==> src/stp_pkg.sv <==
// shared types and constants of the software timer pool
`default_nettype none
package stp_pkg;

   localparam int TIMER_COUNT_DEFAULT = 8;
   localparam int COUNT_WIDTH_DEFAULT = 32;

   localparam int FUNC_W  = 3;
   localparam int INDEX_W = 3;
   localparam int LIMIT_W = 32;
   localparam int STEP_W  = 16;
   localparam int MODE_W  = 2;

   localparam logic [STEP_W-1:0] STEP_RESET = 16'd1;

   // code seven has no operation behind it
   typedef enum logic [FUNC_W-1:0] {
      FUNC_CREATE = 3'd0,
      FUNC_REMOVE = 3'd1,
      FUNC_START  = 3'd2,
      FUNC_RESET  = 3'd3,
      FUNC_STOP   = 3'd4,
      FUNC_TICK   = 3'd5,
      FUNC_QUERY  = 3'd6,
      FUNC_UNUSED = 3'd7
   } func_type;

   typedef enum logic [MODE_W-1:0] {
      MODE_STOPPED = 2'd0,
      MODE_RUNNING = 2'd1,
      MODE_TIMEOUT = 2'd2
   } mode_type;

   typedef enum logic [2:0] {
      ST_IDLE,
      ST_SCAN,
      ST_TICK_RD,
      ST_TICK_WR,
      ST_RD,
      ST_MOD,
      ST_DONE
   } state_type;

   // memory access strobes from the controller
   typedef struct packed {
      logic rd_en;
      logic wr_en;
   } mem_cmd_type;

endpackage
`default_nettype wire

==> src/stp_req_if.sv <==
// request channel of the timer pool
`default_nettype none
interface stp_req_if;
   logic                         valid;
   logic                         ready;
   logic [stp_pkg::FUNC_W-1:0]   func;
   logic [stp_pkg::INDEX_W-1:0]  timer_index;
   logic [stp_pkg::LIMIT_W-1:0]  limit_value;

   modport source (output valid, func, timer_index, limit_value, input ready);
   modport sink (input valid, func, timer_index, limit_value, output ready);
endinterface
`default_nettype wire

==> src/stp_rsp_if.sv <==
// response channel of the timer pool
`default_nettype none
interface stp_rsp_if;
   logic                         valid;
   logic                         ready;
   logic                         ok;
   logic [stp_pkg::INDEX_W-1:0]  slot;
   logic [stp_pkg::MODE_W-1:0]   mode_out;

   modport source (output valid, ok, slot, mode_out, input ready);
   modport sink (input valid, ok, slot, mode_out, output ready);
endinterface
`default_nettype wire

==> src/stp_store.sv <==
// slot memory holding mode, limit and counter, with per-entry written marks
`default_nettype none
module stp_store #(
   parameter int TIMER_COUNT = stp_pkg::TIMER_COUNT_DEFAULT,
   parameter int COUNT_WIDTH = stp_pkg::COUNT_WIDTH_DEFAULT,
   localparam int IDX_W      = (TIMER_COUNT > 1) ? $clog2(TIMER_COUNT) : 1,
   localparam int ENTRY_W    = stp_pkg::MODE_W + 2 * COUNT_WIDTH
) (
   input  wire                       clock,
   input  wire                       reset,
   input  wire stp_pkg::mem_cmd_type cmd,
   input  wire [IDX_W-1:0]           rd_addr,
   input  wire [IDX_W-1:0]           wr_addr,
   input  wire [ENTRY_W-1:0]         wr_data,
   output logic [ENTRY_W-1:0]        rd_data
);

   logic [ENTRY_W-1:0]     mem [TIMER_COUNT];
   logic [TIMER_COUNT-1:0] written_ff;
   logic [ENTRY_W-1:0]     rd_data_ff;
   logic                   rd_valid_ff;

   always_ff @(posedge clock) begin
      if (cmd.wr_en) begin
         mem[wr_addr] <= wr_data;
      end
      if (cmd.rd_en) begin
         rd_data_ff <= mem[rd_addr];
      end
   end

   // never-written entries read as the cleared value
   always_ff @(posedge clock) begin
      if (reset) begin
         written_ff  <= '0;
         rd_valid_ff <= 1'b0;
      end else begin
         if (cmd.wr_en) begin
            written_ff[wr_addr] <= 1'b1;
         end
         if (cmd.rd_en) begin
            rd_valid_ff <= written_ff[rd_addr];
         end
      end
   end

   assign rd_data = rd_valid_ff ? rd_data_ff : '0;

endmodule
`default_nettype wire

==> src/stp_ctrl.sv <==
// sequencer: operation decode, slot scan, tick update and response register
`default_nettype none
module stp_ctrl #(
   parameter int TIMER_COUNT = stp_pkg::TIMER_COUNT_DEFAULT,
   parameter int COUNT_WIDTH = stp_pkg::COUNT_WIDTH_DEFAULT,
   localparam int IDX_W      = (TIMER_COUNT > 1) ? $clog2(TIMER_COUNT) : 1,
   localparam int ENTRY_W    = stp_pkg::MODE_W + 2 * COUNT_WIDTH
) (
   input  wire                            clock,
   input  wire                            reset,
   input  wire                            req_valid,
   output logic                           req_ready,
   input  wire [stp_pkg::FUNC_W-1:0]      req_func,
   input  wire [stp_pkg::INDEX_W-1:0]     req_timer_index,
   input  wire [stp_pkg::LIMIT_W-1:0]     req_limit_value,
   output logic                           rsp_valid,
   input  wire                            rsp_ready,
   output logic                           rsp_ok,
   output logic [stp_pkg::INDEX_W-1:0]    rsp_slot,
   output logic [stp_pkg::MODE_W-1:0]     rsp_mode_out,
   input  wire                            csr_write_enable,
   input  wire [stp_pkg::STEP_W-1:0]      csr_write_data,
   output stp_pkg::mem_cmd_type           cmd,
   output logic [IDX_W-1:0]               rd_addr,
   output logic [IDX_W-1:0]               wr_addr,
   output logic [ENTRY_W-1:0]             wr_data,
   input  wire [ENTRY_W-1:0]              rd_data
);

   localparam int CW    = COUNT_WIDTH;
   localparam int SUM_W = ((CW > stp_pkg::STEP_W) ? CW : stp_pkg::STEP_W) + 1;
   localparam logic [CW-1:0]    COUNT_MAX = {CW{1'b1}};
   localparam logic [IDX_W-1:0] LAST      = IDX_W'(TIMER_COUNT - 1);

   stp_pkg::state_type             state_ff, state_in;
   stp_pkg::func_type              func_ff, func_in;
   logic [stp_pkg::INDEX_W-1:0]    idx_ff, idx_in;
   logic                           idx_valid_ff, idx_valid_in;
   logic [CW-1:0]                  val_ff, val_in;
   logic [IDX_W-1:0]               cnt_ff, cnt_in;
   logic [TIMER_COUNT-1:0]         busy_ff, busy_in;
   logic [stp_pkg::STEP_W-1:0]     step_ff;
   logic                           res_ok_ff, res_ok_in;
   logic [stp_pkg::INDEX_W-1:0]    res_slot_ff, res_slot_in;
   stp_pkg::mode_type              res_mode_ff, res_mode_in;
   logic                           rsp_valid_ff, rsp_valid_in;
   logic                           rsp_ok_ff;
   logic [stp_pkg::INDEX_W-1:0]    rsp_slot_ff;
   logic [stp_pkg::MODE_W-1:0]     rsp_mode_ff;

   logic                           accept;
   logic                           out_free;
   logic                           req_idx_valid;
   logic [63:0]                    req_val64;
   logic [IDX_W-1:0]               idx_addr;
   stp_pkg::mode_type              rd_mode;
   logic [CW-1:0]                  rd_limit;
   logic [CW-1:0]                  rd_count;
   logic [SUM_W-1:0]               sum_ext;
   logic [CW-1:0]                  stepped;
   logic                           below;
   logic [CW-1:0]                  tick_count;
   logic                           tick_timeout;
   logic                           tick_active;
   logic                           scan_free;

   assign accept        = (state_ff == stp_pkg::ST_IDLE) && req_valid;
   assign out_free      = !rsp_valid_ff || rsp_ready;
   assign req_idx_valid = (32'(req_timer_index) < 32'(TIMER_COUNT));
   assign req_val64     = {32'b0, req_limit_value};
   assign idx_addr      = IDX_W'(idx_ff);

   assign rd_mode  = stp_pkg::mode_type'(rd_data[ENTRY_W-1 -: stp_pkg::MODE_W]);
   assign rd_limit = rd_data[2*CW-1 -: CW];
   assign rd_count = rd_data[CW-1:0];

   // saturating step, then the timeout decision
   assign sum_ext      = SUM_W'(rd_count) + SUM_W'(step_ff);
   assign stepped      = (sum_ext >= SUM_W'(COUNT_MAX)) ? COUNT_MAX : sum_ext[CW-1:0];
   assign below        = rd_count < rd_limit;
   assign tick_count   = below ? stepped : rd_count;
   assign tick_timeout = !below || (stepped == rd_limit);
   assign tick_active  = busy_ff[cnt_ff] && (rd_mode != stp_pkg::MODE_STOPPED);
   assign scan_free    = !busy_ff[cnt_ff];

   // next state
   always_comb begin
      state_in = state_ff;
      unique case (state_ff)
         stp_pkg::ST_IDLE: begin
            if (req_valid) begin
               if (stp_pkg::func_type'(req_func) == stp_pkg::FUNC_CREATE) begin
                  state_in = stp_pkg::ST_SCAN;
               end else if (stp_pkg::func_type'(req_func) == stp_pkg::FUNC_TICK) begin
                  state_in = stp_pkg::ST_TICK_RD;
               end else if (req_idx_valid) begin
                  state_in = stp_pkg::ST_RD;
               end else begin
                  state_in = stp_pkg::ST_DONE;
               end
            end
         end
         stp_pkg::ST_SCAN: begin
            if (scan_free || cnt_ff == LAST) begin
               state_in = stp_pkg::ST_DONE;
            end
         end
         stp_pkg::ST_TICK_RD: state_in = stp_pkg::ST_TICK_WR;
         stp_pkg::ST_TICK_WR: begin
            if (cnt_ff == LAST) begin
               state_in = idx_valid_ff ? stp_pkg::ST_RD : stp_pkg::ST_DONE;
            end
         end
         stp_pkg::ST_RD:  state_in = stp_pkg::ST_MOD;
         stp_pkg::ST_MOD: state_in = stp_pkg::ST_DONE;
         stp_pkg::ST_DONE: begin
            if (out_free) begin
               state_in = stp_pkg::ST_IDLE;
            end
         end
         default: state_in = stp_pkg::ST_IDLE;
      endcase
   end

   // datapath and memory strobes
   always_comb begin
      cmd          = '0;
      rd_addr      = cnt_ff;
      wr_addr      = cnt_ff;
      wr_data      = '0;
      func_in      = func_ff;
      idx_in       = idx_ff;
      idx_valid_in = idx_valid_ff;
      val_in       = val_ff;
      cnt_in       = cnt_ff;
      busy_in      = busy_ff;
      res_ok_in    = res_ok_ff;
      res_slot_in  = res_slot_ff;
      res_mode_in  = res_mode_ff;
      rsp_valid_in = rsp_valid_ff && !rsp_ready;
      unique case (state_ff)
         stp_pkg::ST_IDLE: begin
            if (accept) begin
               func_in      = stp_pkg::func_type'(req_func);
               idx_in       = req_timer_index;
               idx_valid_in = req_idx_valid;
               val_in       = req_val64[CW-1:0];
               cnt_in       = '0;
               res_ok_in    = (stp_pkg::func_type'(req_func) == stp_pkg::FUNC_TICK) ||
                              (req_idx_valid &&
                               stp_pkg::func_type'(req_func) != stp_pkg::FUNC_UNUSED);
               res_slot_in  = req_timer_index;
               res_mode_in  = stp_pkg::MODE_STOPPED;
            end
         end
         stp_pkg::ST_SCAN: begin
            if (scan_free) begin
               cmd.wr_en        = 1'b1;
               wr_data          = {stp_pkg::MODE_STOPPED, val_ff, val_ff};
               busy_in[cnt_ff]  = 1'b1;
               res_ok_in        = 1'b1;
               res_slot_in      = stp_pkg::INDEX_W'(cnt_ff);
               res_mode_in      = stp_pkg::MODE_STOPPED;
            end else if (cnt_ff == LAST) begin
               // pool full
               res_ok_in   = 1'b0;
               res_slot_in = '0;
               res_mode_in = stp_pkg::MODE_STOPPED;
            end else begin
               cnt_in = cnt_ff + 1'b1;
            end
         end
         stp_pkg::ST_TICK_RD: begin
            cmd.rd_en = 1'b1;
         end
         stp_pkg::ST_TICK_WR: begin
            // write back slot cnt while reading the next one
            cmd.wr_en = tick_active;
            wr_data   = {(tick_timeout ? stp_pkg::MODE_TIMEOUT : rd_mode), rd_limit, tick_count};
            if (cnt_ff != LAST) begin
               cmd.rd_en = 1'b1;
               rd_addr   = cnt_ff + 1'b1;
               cnt_in    = cnt_ff + 1'b1;
            end
         end
         stp_pkg::ST_RD: begin
            cmd.rd_en = 1'b1;
            rd_addr   = idx_addr;
         end
         stp_pkg::ST_MOD: begin
            wr_addr     = idx_addr;
            res_mode_in = rd_mode;
            case (func_ff)
               stp_pkg::FUNC_REMOVE: begin
                  cmd.wr_en          = 1'b1;
                  wr_data            = '0;
                  busy_in[idx_addr]  = 1'b0;
                  res_mode_in        = stp_pkg::MODE_STOPPED;
               end
               stp_pkg::FUNC_START: begin
                  cmd.wr_en   = 1'b1;
                  wr_data     = {stp_pkg::MODE_RUNNING, rd_limit, {CW{1'b0}}};
                  res_mode_in = stp_pkg::MODE_RUNNING;
               end
               stp_pkg::FUNC_RESET: begin
                  cmd.wr_en   = 1'b1;
                  wr_data     = {stp_pkg::MODE_RUNNING, val_ff, {CW{1'b0}}};
                  res_mode_in = stp_pkg::MODE_RUNNING;
               end
               stp_pkg::FUNC_STOP: begin
                  cmd.wr_en   = 1'b1;
                  wr_data     = {stp_pkg::MODE_STOPPED, rd_limit, rd_limit};
                  res_mode_in = stp_pkg::MODE_STOPPED;
               end
               default: ;
            endcase
         end
         stp_pkg::ST_DONE: begin
            if (out_free) begin
               rsp_valid_in = 1'b1;
            end
         end
         default: ;
      endcase
   end

   always_ff @(posedge clock) begin
      if (reset) begin
         state_ff     <= stp_pkg::ST_IDLE;
         busy_ff      <= '0;
         step_ff      <= stp_pkg::STEP_RESET;
         rsp_valid_ff <= 1'b0;
      end else begin
         state_ff     <= state_in;
         busy_ff      <= busy_in;
         rsp_valid_ff <= rsp_valid_in;
         if (csr_write_enable) begin
            step_ff <= csr_write_data;
         end
      end
   end

   always_ff @(posedge clock) begin
      func_ff      <= func_in;
      idx_ff       <= idx_in;
      idx_valid_ff <= idx_valid_in;
      val_ff       <= val_in;
      cnt_ff       <= cnt_in;
      res_ok_ff    <= res_ok_in;
      res_slot_ff  <= res_slot_in;
      res_mode_ff  <= res_mode_in;
      if (state_ff == stp_pkg::ST_DONE && out_free) begin
         rsp_ok_ff   <= res_ok_ff;
         rsp_slot_ff <= res_slot_ff;
         rsp_mode_ff <= res_mode_ff;
      end
   end

   assign req_ready    = (state_ff == stp_pkg::ST_IDLE);
   assign rsp_valid    = rsp_valid_ff;
   assign rsp_ok       = rsp_ok_ff;
   assign rsp_slot     = rsp_slot_ff;
   assign rsp_mode_out = rsp_mode_ff;

endmodule
`default_nettype wire

==> src/software_timer_pool.sv <==
// top level of the software timer pool
//
//  channel  dir  handshake            word contents
//  req      in   valid/ready          func, timer_index, limit_value
//  rsp      out  valid/ready          ok, slot, mode_out
//  csr      in   write enable only    tick_step (16 bits)
//
// remove, start, reset with value, stop, query and code seven on a slot in the
//   pool pass memory read, modify and write back (no write for query and code
//   seven) and response load; an index out of the pool goes straight to the
//   response load
// create scans busy marks one slot a cycle up to the first free slot, or up to
//   the last slot on a full pool
// tick walks all TIMER_COUNT slots through the memory's read and write ports,
//   overlapping the read of slot i+1 with the write back of slot i, then reads
//   the indexed slot as above only when the index is in the pool
// req ready returns in the cycle the response turns valid
// reset is synchronous; busy marks and per-entry written marks clear at once,
//   so the slot memory needs no clearing pass
// a response waiting on rsp does not block the next request; the block holds
//   in its final state only when the response register is still full
`default_nettype none
module software_timer_pool #(
   parameter int TIMER_COUNT = stp_pkg::TIMER_COUNT_DEFAULT,
   parameter int COUNT_WIDTH = stp_pkg::COUNT_WIDTH_DEFAULT
) (
   input  wire                          clock,
   input  wire                          reset,
   stp_req_if.sink                      req,
   stp_rsp_if.source                    rsp,
   input  wire                          csr_write_enable,
   input  wire [stp_pkg::STEP_W-1:0]    csr_write_data
);

   localparam int IDX_W   = (TIMER_COUNT > 1) ? $clog2(TIMER_COUNT) : 1;
   localparam int ENTRY_W = stp_pkg::MODE_W + 2 * COUNT_WIDTH;

   // memory side of the sequencer
   stp_pkg::mem_cmd_type   cmd;
   logic [IDX_W-1:0]       rd_addr;
   logic [IDX_W-1:0]       wr_addr;
   logic [ENTRY_W-1:0]     wr_data;
   logic [ENTRY_W-1:0]     rd_data;

   // sequencer: decode, create scan, tick walk and response register
   stp_ctrl #(
      .TIMER_COUNT (TIMER_COUNT),
      .COUNT_WIDTH (COUNT_WIDTH)
   ) u_ctrl (
      .clock            (clock),
      .reset            (reset),
      .req_valid        (req.valid),
      .req_ready        (req.ready),
      .req_func         (req.func),
      .req_timer_index  (req.timer_index),
      .req_limit_value  (req.limit_value),
      .rsp_valid        (rsp.valid),
      .rsp_ready        (rsp.ready),
      .rsp_ok           (rsp.ok),
      .rsp_slot         (rsp.slot),
      .rsp_mode_out     (rsp.mode_out),
      .csr_write_enable (csr_write_enable),
      .csr_write_data   (csr_write_data),
      .cmd              (cmd),
      .rd_addr          (rd_addr),
      .wr_addr          (wr_addr),
      .wr_data          (wr_data),
      .rd_data          (rd_data)
   );

   // per-slot mode, limit and counter, one read and one write a cycle
   stp_store #(
      .TIMER_COUNT (TIMER_COUNT),
      .COUNT_WIDTH (COUNT_WIDTH)
   ) u_store (
      .clock   (clock),
      .reset   (reset),
      .cmd     (cmd),
      .rd_addr (rd_addr),
      .wr_addr (wr_addr),
      .wr_data (wr_data),
      .rd_data (rd_data)
   );

endmodule
`default_nettype wire
==> src/flat_wrapper.sv <==
// flat-port wrapper written by rule: the top's interface ports become plain ports
module software_timer_pool_flat 
#(
   parameter int TIMER_COUNT = stp_pkg::TIMER_COUNT_DEFAULT,
   parameter int COUNT_WIDTH = stp_pkg::COUNT_WIDTH_DEFAULT
)
  (clock, reset, csr_write_enable, csr_write_data, req_valid, req_func, req_timer_index, req_limit_value, req_ready, rsp_valid, rsp_ok, rsp_slot, rsp_mode_out, rsp_ready);
  stp_req_if req_i ();
  stp_rsp_if rsp_i ();
  input  wire clock;
  input  wire reset;
  input  wire csr_write_enable;
  input  wire [stp_pkg::STEP_W-1:0] csr_write_data;
  input wire logic [$bits(req_i.valid)-1:0] req_valid;
  input wire logic [$bits(req_i.func)-1:0] req_func;
  input wire logic [$bits(req_i.timer_index)-1:0] req_timer_index;
  input wire logic [$bits(req_i.limit_value)-1:0] req_limit_value;
  output wire logic [$bits(req_i.ready)-1:0] req_ready;
  output wire logic [$bits(rsp_i.valid)-1:0] rsp_valid;
  output wire logic [$bits(rsp_i.ok)-1:0] rsp_ok;
  output wire logic [$bits(rsp_i.slot)-1:0] rsp_slot;
  output wire logic [$bits(rsp_i.mode_out)-1:0] rsp_mode_out;
  input wire logic [$bits(rsp_i.ready)-1:0] rsp_ready;
  assign req_i.valid = req_valid;
  assign req_i.func = req_func;
  assign req_i.timer_index = req_timer_index;
  assign req_i.limit_value = req_limit_value;
  assign req_ready = req_i.ready;
  assign rsp_valid = rsp_i.valid;
  assign rsp_ok = rsp_i.ok;
  assign rsp_slot = rsp_i.slot;
  assign rsp_mode_out = rsp_i.mode_out;
  assign rsp_i.ready = rsp_ready;
  software_timer_pool #(.TIMER_COUNT(TIMER_COUNT), .COUNT_WIDTH(COUNT_WIDTH)) u_core (.clock(clock), .reset(reset), .req(req_i), .rsp(rsp_i), .csr_write_enable(csr_write_enable), .csr_write_data(csr_write_data));
endmodule
==> config.mk <==
export PLATFORM = sky130hd
export DESIGN_NAME = software_timer_pool_flat
export DESIGN_NICKNAME = d
export VERILOG_FILES = /design/src/stp_pkg.sv /design/src/stp_req_if.sv /design/src/stp_rsp_if.sv /design/src/stp_store.sv /design/src/stp_ctrl.sv /design/src/software_timer_pool.sv /design/src/flat_wrapper.sv
export SDC_FILE = /design/constraint.sdc
export NUM_CORES = 1
export LEC_CHECK = 0
export BUFFER_PORTS_ARGS = -buffer_cell sky130_fd_sc_hd__buf_4
export CORE_MARGIN = 1
export CORE_UTILIZATION = 40
export CTS_BUF_LIST = sky130_fd_sc_hd__clkbuf_8
export CTS_CLUSTER_SIZE = 24
export DETAILED_ROUTE_END_ITERATION = 8
export GPL_TIMING_DRIVEN = 0
export SYNTH_ARGS = -nofsm -noshare
export SYNTH_HDL_FRONTEND = slang
export SYNTH_SLANG_ARGS = --single-unit
==> constraint.sdc <==
create_clock -name clock -period 7.5 [get_ports clock]
set_clock_uncertainty 0.05 [all_clocks]
set_input_delay 1.125 -clock clock [delete_from_list [all_inputs] [get_ports clock]]
set_output_delay 1.125 -clock clock [all_outputs]
set_load 0.02 [all_outputs]
==> metrics.md, run 1 <==
| Metric | Value |
|---|---|
| Status | finished with violations |
| Failing checks | max-capacitance violations, max-slew violations |
| Commonest non-fill, non-tap cell in the layout | edfxtp_1 |
| Max incr delay on CP | 0.54 ns |
| Vias | 22,606 |
| CP Launch Type | register |
| First-pass GRT wire length | 153 mm |
| Largest net degree at the start of global routing | 36 |
| Clk sinks | 684 |
| Least-Margin Pin Slew | 1.50 ns |
| Critical path class | reg2reg |
| Pwr per Cell Area | 427 nW/µm² |
| Bufs on Longest Clock Path | 3 |
| Worst EP required | 7.87 ns |
| Gr usage total | 0.260 |
| Non-Filler Instances | 3,878 |
| ANT nets after route | 0 |
| Final worst-path cycle share | 0.973 |
| Cell-by-cell trace of the critical path | buf_6 -> buf_6 -> buf_6 -> buf_6 -> buf_6 -> clkbuf_4 -> clkbuf_8 -> buf_4 -> clkbuf_4 -> and2_1 -> ha_1 -> clkbuf_1 -> a21o_1 -> a21oi_1 -> o21bai_1 -> a31oi_4 -> nand2_2 -> xnor2_1 -> a211oi_1 -> a2111oi_0 -> nand3_1 -> or4_1 -> and4bb_1 -> o21bai_1 |
| Die area | 81,000 µm² |
| Port Buffers | 64 |
| Row cnt | 103 |
| Max Cap Viol | 1 |
| Final HPWL DP | 77.2 mm |
| Syn_area_per_cell | 12.7 µm² |
| CP max stage cell | or4_1 |
| Final layout net count | 2,819 |
| Initial drt markers | 2,456 |
| Area grow syn2layout | 15.8% |
| Layout cells sized above 1 | 0.175 |
| Post-synth ARST share | 0 |
| Cells after Synth | 2,512 |
| Leak pwr | 12.7 nW |
| Antenna violations before repair | 2 |
| CTS Root Cell | clkbuf_8 |
| Placer Congestion | 1.01 |
| Critical Path Most Common Cell | buf_6 |
| Register area | 20,200 µm² |
| Post-Route Utilization | 0.468 |
| Final setup viols | 0 |
| Clk slew on worst S/H paths | 0.06 ns |
| Core box area | 79,000 µm² |
| Placed Instances | 3,653 |
| Detailed Routing Iterations Pass 1 | 6 |
| Post-synth cell types | 102 |
| Synthesized cell area | 32,000 µm² |
| Fill count | 7,155 |
| Grt total ovfl | 0 |
| Synth warnings | 0 |
| Routed length per placed instance | 27.5 µm |
| Critical path capture point type | register |
| Clock Latency Late Sink | 0.77 ns |
| CTS buffer count | 111 |
| Max-slew headroom at the worst pin | -0.00775 |
| Post-synth EDFFs | 647 |
| Die Span X | 285 µm |
| TNS Setup | 0 ns |
| Post-CTS Hold Fix Bufs | 0 |
| Final min period | 7.30 ns |
| RSZ-0062 raised after global routing | no |
| Vias per cell | 5.83 |
| Most used DFF post-synth | edfxtp_1 |
| Final Hold Viols | 0 |
| Number of global-route vias before repair | 22,033 |
| Most frequent cells in the layout | edfxtp_1, nand2_1, nor2_1, mux2i_1, a21oi_1 |
| DRC errors left | 0 |
| Sequential area share after synthesis | 0.631 |
| Chip height | 285 µm |
| Area of the multi-input gates | 11,300 µm² |
| CTS tree | yes |
| Synth Register Bits | 684 |
| Final WS setup | 0.201 ns |
| Total power | 15.8 mW |
| CP Max Fanout | 19 |
| Fmax | 0.137 GHz |
| WL final | 106 mm |
| Post-Syn Nets | 2,607 |
| Peak supply drop | 0.000224 V |
| WP data arrival | 7.67 ns |
| Worst slack at placement | -2.31 ns |
| Fin. max-slew vios | 1 |
| Initial Util | 0.405 |
| Ports | 67 |
| HP Class | reg2reg |
| H-Tree Depth | 3 |
-- timing repair --
item	in CTS	in global routing
pin swaps	4	4
resized for setup	48	9
buffers inserted	4	4
endpoints found under the setup margin	272	256
-- state kept, by name, summed over array words and instances (netlist names), 8 cells and up --
| name | flops |
|---|---|
| u_core.u_store.mem | 528 |
| u_core.u_store.rd_data_ff | 66 |
| u_core.u_ctrl.val_ff | 32 |
| u_core.u_ctrl.step_ff | 16 |
| u_core.u_ctrl.busy_ff | 8 |
| u_core.u_store.written_ff | 8 |
-- report_power, final --
part           internal (mW)  switching (mW)  leakage [nW]
Clock                   1.66            1.54          1.28
Combinational           2.20            4.78          5.14
Sequential              5.20           0.423          6.32
Total                   9.06            6.75          12.7
-- synth_stat cells (5+ instances only) --
library cell | number | area share
and2_1 | 24 | 0.0047
buf_1 | 36 | 0.0042
a21oi_1 | 151 | 0.024
nor2b_1 | 7 | 0.0014
xor2_1 | 17 | 0.0047
mux2_2 | 136 | 0.048
nand2b_1 | 13 | 0.0025
and3_1 | 15 | 0.0029
dfxtp_1 | 37 | 0.023
o221ai_1 | 17 | 0.0047
o22ai_1 | 13 | 0.0025
o211ai_1 | 78 | 0.018
nand2_1 | 245 | 0.029
nor3_1 | 32 | 0.0050
or3_1 | 13 | 0.0025
nor2_1 | 196 | 0.023
a211oi_1 | 11 | 0.0026
buf_2 | 19 | 0.0030
o21ai_1 | 16 | 0.0025
nor3b_1 | 5 | 0.0012
nand3_1 | 32 | 0.0050
nor4_1 | 10 | 0.0020
clkbuf_1 | 96 | 0.011
nand4_1 | 23 | 0.0045
a22oi_1 | 8 | 0.0019
nand3b_1 | 10 | 0.0023
o31ai_1 | 15 | 0.0035
buf_6 | 7 | 0.0025
edfxtp_1 | 647 | 0.61
o21ai_0 | 161 | 0.025
o32ai_1 | 5 | 0.0014
or2_2 | 8 | 0.0016
a31oi_1 | 8 | 0.0016
xnor2_1 | 37 | 0.010
a21o_1 | 12 | 0.0028
mux2i_1 | 156 | 0.049
inv_1 | 35 | 0.0041
ha_1 | 35 | 0.014
o21a_1 | 7 | 0.0016
-- path summary, 6_finish.rpt --
path                                      from                   endpoint  slack (ns)  cells past startpoint
setup / recovery    u_core.u_store.rd_valid_ff  u_core.u_store.mem[2][64]        0.20                     24
hold / removal    u_core.u_ctrl.res_slot_ff[2]  u_core.u_ctrl.rsp_slot[2]        0.39                      0
setup reg to reg    u_core.u_store.rd_valid_ff  u_core.u_store.mem[2][64]        0.20                     24
hold reg to reg   u_core.u_ctrl.res_slot_ff[2]  u_core.u_ctrl.rsp_slot[2]        0.39                      0
-- cell type report --
cell class,count,area share
antenna,5,0.000338
buffer,156,0.0184
clock buffer,115,0.0428
clock inverter,97,0.0173
inverter,38,0.00386
multi-input combinational,1632,0.307
sequential,684,0.545
tap,1050,0.0355
timing repair buffer,101,0.0299
-- stage by stage --
step           hold WS (ns)  area (µm²)
4_1_cts               0.387       36900
6_report              0.387       37000
5_1_grt               0.386       37000
3_5_place_dp          0.368       34400
2_1_floorplan         0.350       32000
3_3_place_gp          0.362       33800
-- per-layer routing --
layer / up-vias / part of all wire / track usage
met3: 194 / 0.066 / 0.0409
met2: 1008 / 0.46 / 0.409
met5: - / 0 / 0
met1: 11386 / 0.44 / 0.366
met4: 0 / 0.036 / 0.0922
li1: 10018 / - / -
-- critical path, delay by kind of cell (launching register included) --
kind / cells / cell delay (ns)
buffers and inverters: 10 / 2.31
AO/OA/AOI/OAI: 7 / 1.69
AND/OR/NAND/NOR: 5 / 1.60
flip-flops: 1 / 0.51
XOR/XNOR: 1 / 0.50
adder cells (fa/ha/maj): 1 / 0.28
-- cells by family after synthesis --
logic type | Yosys count | synth area share
mux | 294 | 0.0982
fa+ha+maj | 37 | 0.0146
xor+xnor | 56 | 0.0160
buf+inv | 196 | 0.0254
compound gates | 577 | 0.117
flops | 684 | 0.631
simple gates | 668 | 0.0976
Note: power is estimated with default switching activity, not from simulation.
==> run 2, diff against run 1 <==
- ABC_AREA: unset -> 1
==> run 2 against run 1 <==
Compared with the run above: the flow now finishes without violations; largest cell class unchanged; sequential share of layout area up 2.2 points; worst hold slack worse by 0.017 ns; clock-buffer cell count down 1; worst setup slack better by 0.20 ns; via count up 7.4%; synthesized cell count up 23%.
==> metrics.md, run 2 <==
| Metric | Value |
|---|---|
| Final HPWL DP | 78.2 mm (+1.4%) |
| Antenna violations before repair | 3 (+1) |
| CTS buffer count | 109 (-1.8%) |
| DRC errors left | 0 (unchanged) |
| Grt total ovfl | 0 (unchanged) |
| RR Startpoint | u_core.u_store.rd_valid_ff |
| Worst slack at placement | 0.341 ns (+2.65 ns) |
| CTS Root Cell | clkbuf_8 |
| Sequential area share after synthesis | 0.642 (+0.0110) |
| Max-slew headroom at the worst pin | 0.100 (+0.108) |
| Post-synth EDFFs | 647 (unchanged) |
| Pwr per Cell Area | 448 nW/µm² (+4.9%) |
| Fin. max-slew vios | 0 (-1) |
| Largest net degree at the start of global routing | 50 (+39%) |
| Bufs on Longest Clock Path | 3 (unchanged) |
| Most frequent cells in the layout | edfxtp_1, nor2_1, nand2_1, o21ai_0, inv_1 |
| Vias | 24,281 (+7.4%) |
| Port Buffers | 66 (+3.1%) |
| Initial drt markers | 2,919 (+19%) |
| Reg2reg end | u_core.u_store.mem[5][8] |
| Status | finished, final reports clean |
| Commonest non-fill, non-tap cell in the layout | edfxtp_1 |
| Die area | 79,700 µm² (-1.7%) |
| Post-synth ARST share | 0 (unchanged) |
| Syn_area_per_cell | 10.2 µm² (-20%) |
| Final WS setup | 0.402 ns (+0.200 ns) |
| Synthesized cell area | 31,400 µm² (-1.7%) |
| Max Cap Viol | 0 (-1) |
| HP Class | reg2reg |
| WL final | 106 mm (-0.63%) |
| Die Span X | 282 µm (-0.85%) |
| ANT nets after route | 0 (unchanged) |
| Row cnt | 102 (-0.97%) |
| Vias per cell | 5.53 (-5.2%) |
| Biggest area consumer among synthesized cells | edfxtp_1 |
| Post-cts resize count | 0 (-100%) |
| Final worst-path cycle share | 0.946 (-0.0267) |
| Post-synth top area share | 0.619 (+0.0106) |
| Area grow syn2layout | 13.2% |
| Met3 usage | 0.0425 (+0.00160) |
| Post-Syn Nets | 3,178 (+22%) |
| Routed length per placed instance | 24.1 µm (-12%) |
| Post-synth cell types | 49 (-52%) |
| Number of flip-flops in the largest register | 528 (unchanged) |
| Synth Area in Compound Gates | 0.120 (+0.00347) |
| Placer Congestion | 1.01 (-0.20%) |
| Hold slack | 0.369 ns (-0.0174 ns) |
| Fin area | 35,600 µm² (-3.9%) |
| Most numerous cell in the Yosys netlist | edfxtp_1 |
| Cells after Synth | 3,083 (+23%) |
| Largest registers | u_core.u_store.mem x528, u_core.u_store.rd_data_ff x66, u_core.u_ctrl.val_ff x32 |
| Main combinational cell family by area after synthesis | simple AND/OR/NAND/NOR gates |
| Clk slew on worst S/H paths | 0.06 ns (about the same) |
| Commonest cells post-synth | edfxtp_1, nor2_1, nand2_1 |
| Grt peak-use layer | met2 |
| Critical path class | reg2reg |
| RSZ-0062 raised after global routing | no |
| Peak supply drop | 0.000243 V (+8.4%) |
| Final layout net count | 3,366 (+19%) |
| Fmax | 0.141 GHz (+2.8%) |
| Final min period | 7.10 ns (-0.200 ns) |
| TNS Setup | 0 ns (unchanged) |
| First-pass GRT wire length | 153 mm (-0.33%) |
| Detailed Routing Iterations Pass 1 | 7 (+1) |
| Clk sinks | 684 (unchanged) |
| Top post-synthesis cells by area | edfxtp_1, nor2_1, o21ai_0 |
| CP Launch Type | register |
| Largest reg by FF count | u_core.u_store.mem |
| Dpl cell area | 33,500 µm² (-2.4%) |
| Mux cell area share after synthesis | 0 (-0.0982) |
| Layout cells sized above 1 | 0.0916 (-0.0830) |
| Routing usage on met2 | 0.408 (-0.00121) |
| Clock Latency Late Sink | 0.74 ns (-0.03 ns) |
| CTS tree | yes |
| Ports | 67 (unchanged) |
| CP Max Fanout | 10 (-9) |
| Critical Path Sink | u_core.u_store.mem[5][8] |
| R2R depth | 20 (-17%) |
| CP startpoint | u_core.u_store.rd_valid_ff |
| Synth warnings | 0 (unchanged) |
| Post-synthesis adder-cell area fraction | 0.0146 (-0.0000644) |
| Synth Register Bits | 684 (unchanged) |
| Leak pwr | 13.3 nW (+4.4%) |
| Gr usage total | 0.266 (+0.00591) |
| Met1 usage | 0.380 (+0.0148) |
| Critical path capture point type | register |
| Synth Area in Simple Gates | 0.172 (+0.0745) |
| Worst EP required | 7.75 ns (-0.12 ns) |
| Final Hold Viols | 0 (unchanged) |
| Post-CTS Setup Bufs | 0 (-4) |
| XOR/XNOR share of the synthesized area | 0.00279 (-0.0132) |
| WP data arrival | 7.34 ns (-0.33 ns) |
| Core box area | 77,600 µm² (-1.8%) |
| Final setup viols | 0 (unchanged) |
| Least-Margin Pin Slew | 1.35 ns (-0.146 ns) |
| Number of global-route vias before repair | 22,744 (+3.2%) |
| Initial Util | 0.405 (about the same) |
| Post-CTS Hold Fix Bufs | 0 (unchanged) |
| H-Tree Depth | 3 (unchanged) |
| Chip height | 282 µm (-0.85%) |
| Reg-to-reg slack, setup | 0.40 ns (+0.20 ns) |
| Most used DFF post-synth | edfxtp_1 |
[run 2: changes by cell type in the layout (fill, tap and decap cells not counted), moves of 24 or more]
cell	change
buf_12	-24
nor2_1	+423
nand2_1	+186
o211ai_1	-34
inv_1	+172
mux2_2	-136
xnor2_1	-31
nand3_1	+122
o21ai_0	+194
o22ai_1	+57
clkbuf_1	+42
a31oi_1	+65
mux2i_1	-156
a21oi_1	-80
[run 2: where the power goes]
group | total, mW | leakage [nW] | switching (mW) | internal, mW
registers | 5.49 | 6.30 | 0.275 | 5.21
clock network | 2.98 | 1.16 | 1.47 | 1.51
logic | 7.47 | 5.85 | 5.65 | 1.82
[run 2: worst min-delay path by stage]
stage	start	endpoint	slack, ns	depth (start not counted)
finish	u_core.u_ctrl.res_mode_ff[1]	u_core.u_ctrl.rsp_mode_out[1]	0.37	0
global route	u_core.u_ctrl.res_mode_ff[1]	u_core.u_ctrl.rsp_mode_out[1]	0.39	0
CTS	u_core.u_ctrl.res_slot_ff[2]	u_core.u_ctrl.rsp_slot[2]	0.37	0
detailed placement	u_core.u_ctrl.res_slot_ff[2]	u_core.u_ctrl.rsp_slot[2]	0.36	0
global placement	u_core.u_ctrl.res_slot_ff[2]	u_core.u_ctrl.rsp_slot[2]	0.36	0
floorplan	u_core.u_ctrl.res_mode_ff[0]	u_core.u_ctrl.rsp_mode_out[0]	0.35	0
[run 2: worst max-delay path, cell delays in order (launching register included)]
cell and delay, ns:
dfxtp_1 0.32, buf_6 0.17, buf_4 0.20, buf_2 0.32
buf_1 0.68, clkbuf_2 0.55, nand2_1 0.17, inv_1 0.24
ha_1 0.17, o21ai_0 0.08, nand2_1 0.09, a31oi_1 0.08
o41ai_1 0.75, a31oi_1 0.19, o21ai_0 0.46, nand3_1 0.16
nand3_1 0.39, clkbuf_1 0.59, a21oi_1 0.12, o21ai_0 0.27
nand3_1 0.57
[run 2: area by class of cell]
type                            count  area [µm²]
Antenna cell                        1        2.50
Buffer                            162         659
Clock buffer                      114        1570
Clock inverter                     77         440
Fill cell                        7381       42000
Inverter                          226         868
Multi-Input combinational cell   2011        9750
Sequential cell                   684       20200
Tap cell                         1040        1300
Timing Repair Buffer               77         791
[run 2: kinds of logic after synthesis]
logic type / Yosys count
simple gates: 1306
fa+ha+maj: 36
buf+inv: 388
flops: 684
compound gates: 659
xor+xnor: 10
[run 2: per-layer routing]
metal,share of wire,vias to the layer above
met2,0.44,1136
li1,-,11280
met1,0.44,11694
met5,0,-
met4,0.039,0
met3,0.083,171
[run 2: through the flow]
step | utilization | power [mW] | cells
final | 0.458 | 15.9 | 4392
after global routing | 0.458 | 16.8 | 4392
after CTS | 0.458 | 15.9 | 4391
after detailed placement | 0.432 | 12.9 | 4200
after global placement | 0.428 | 12.8 | 4189
after floorplan | - | 9.78 | 3083
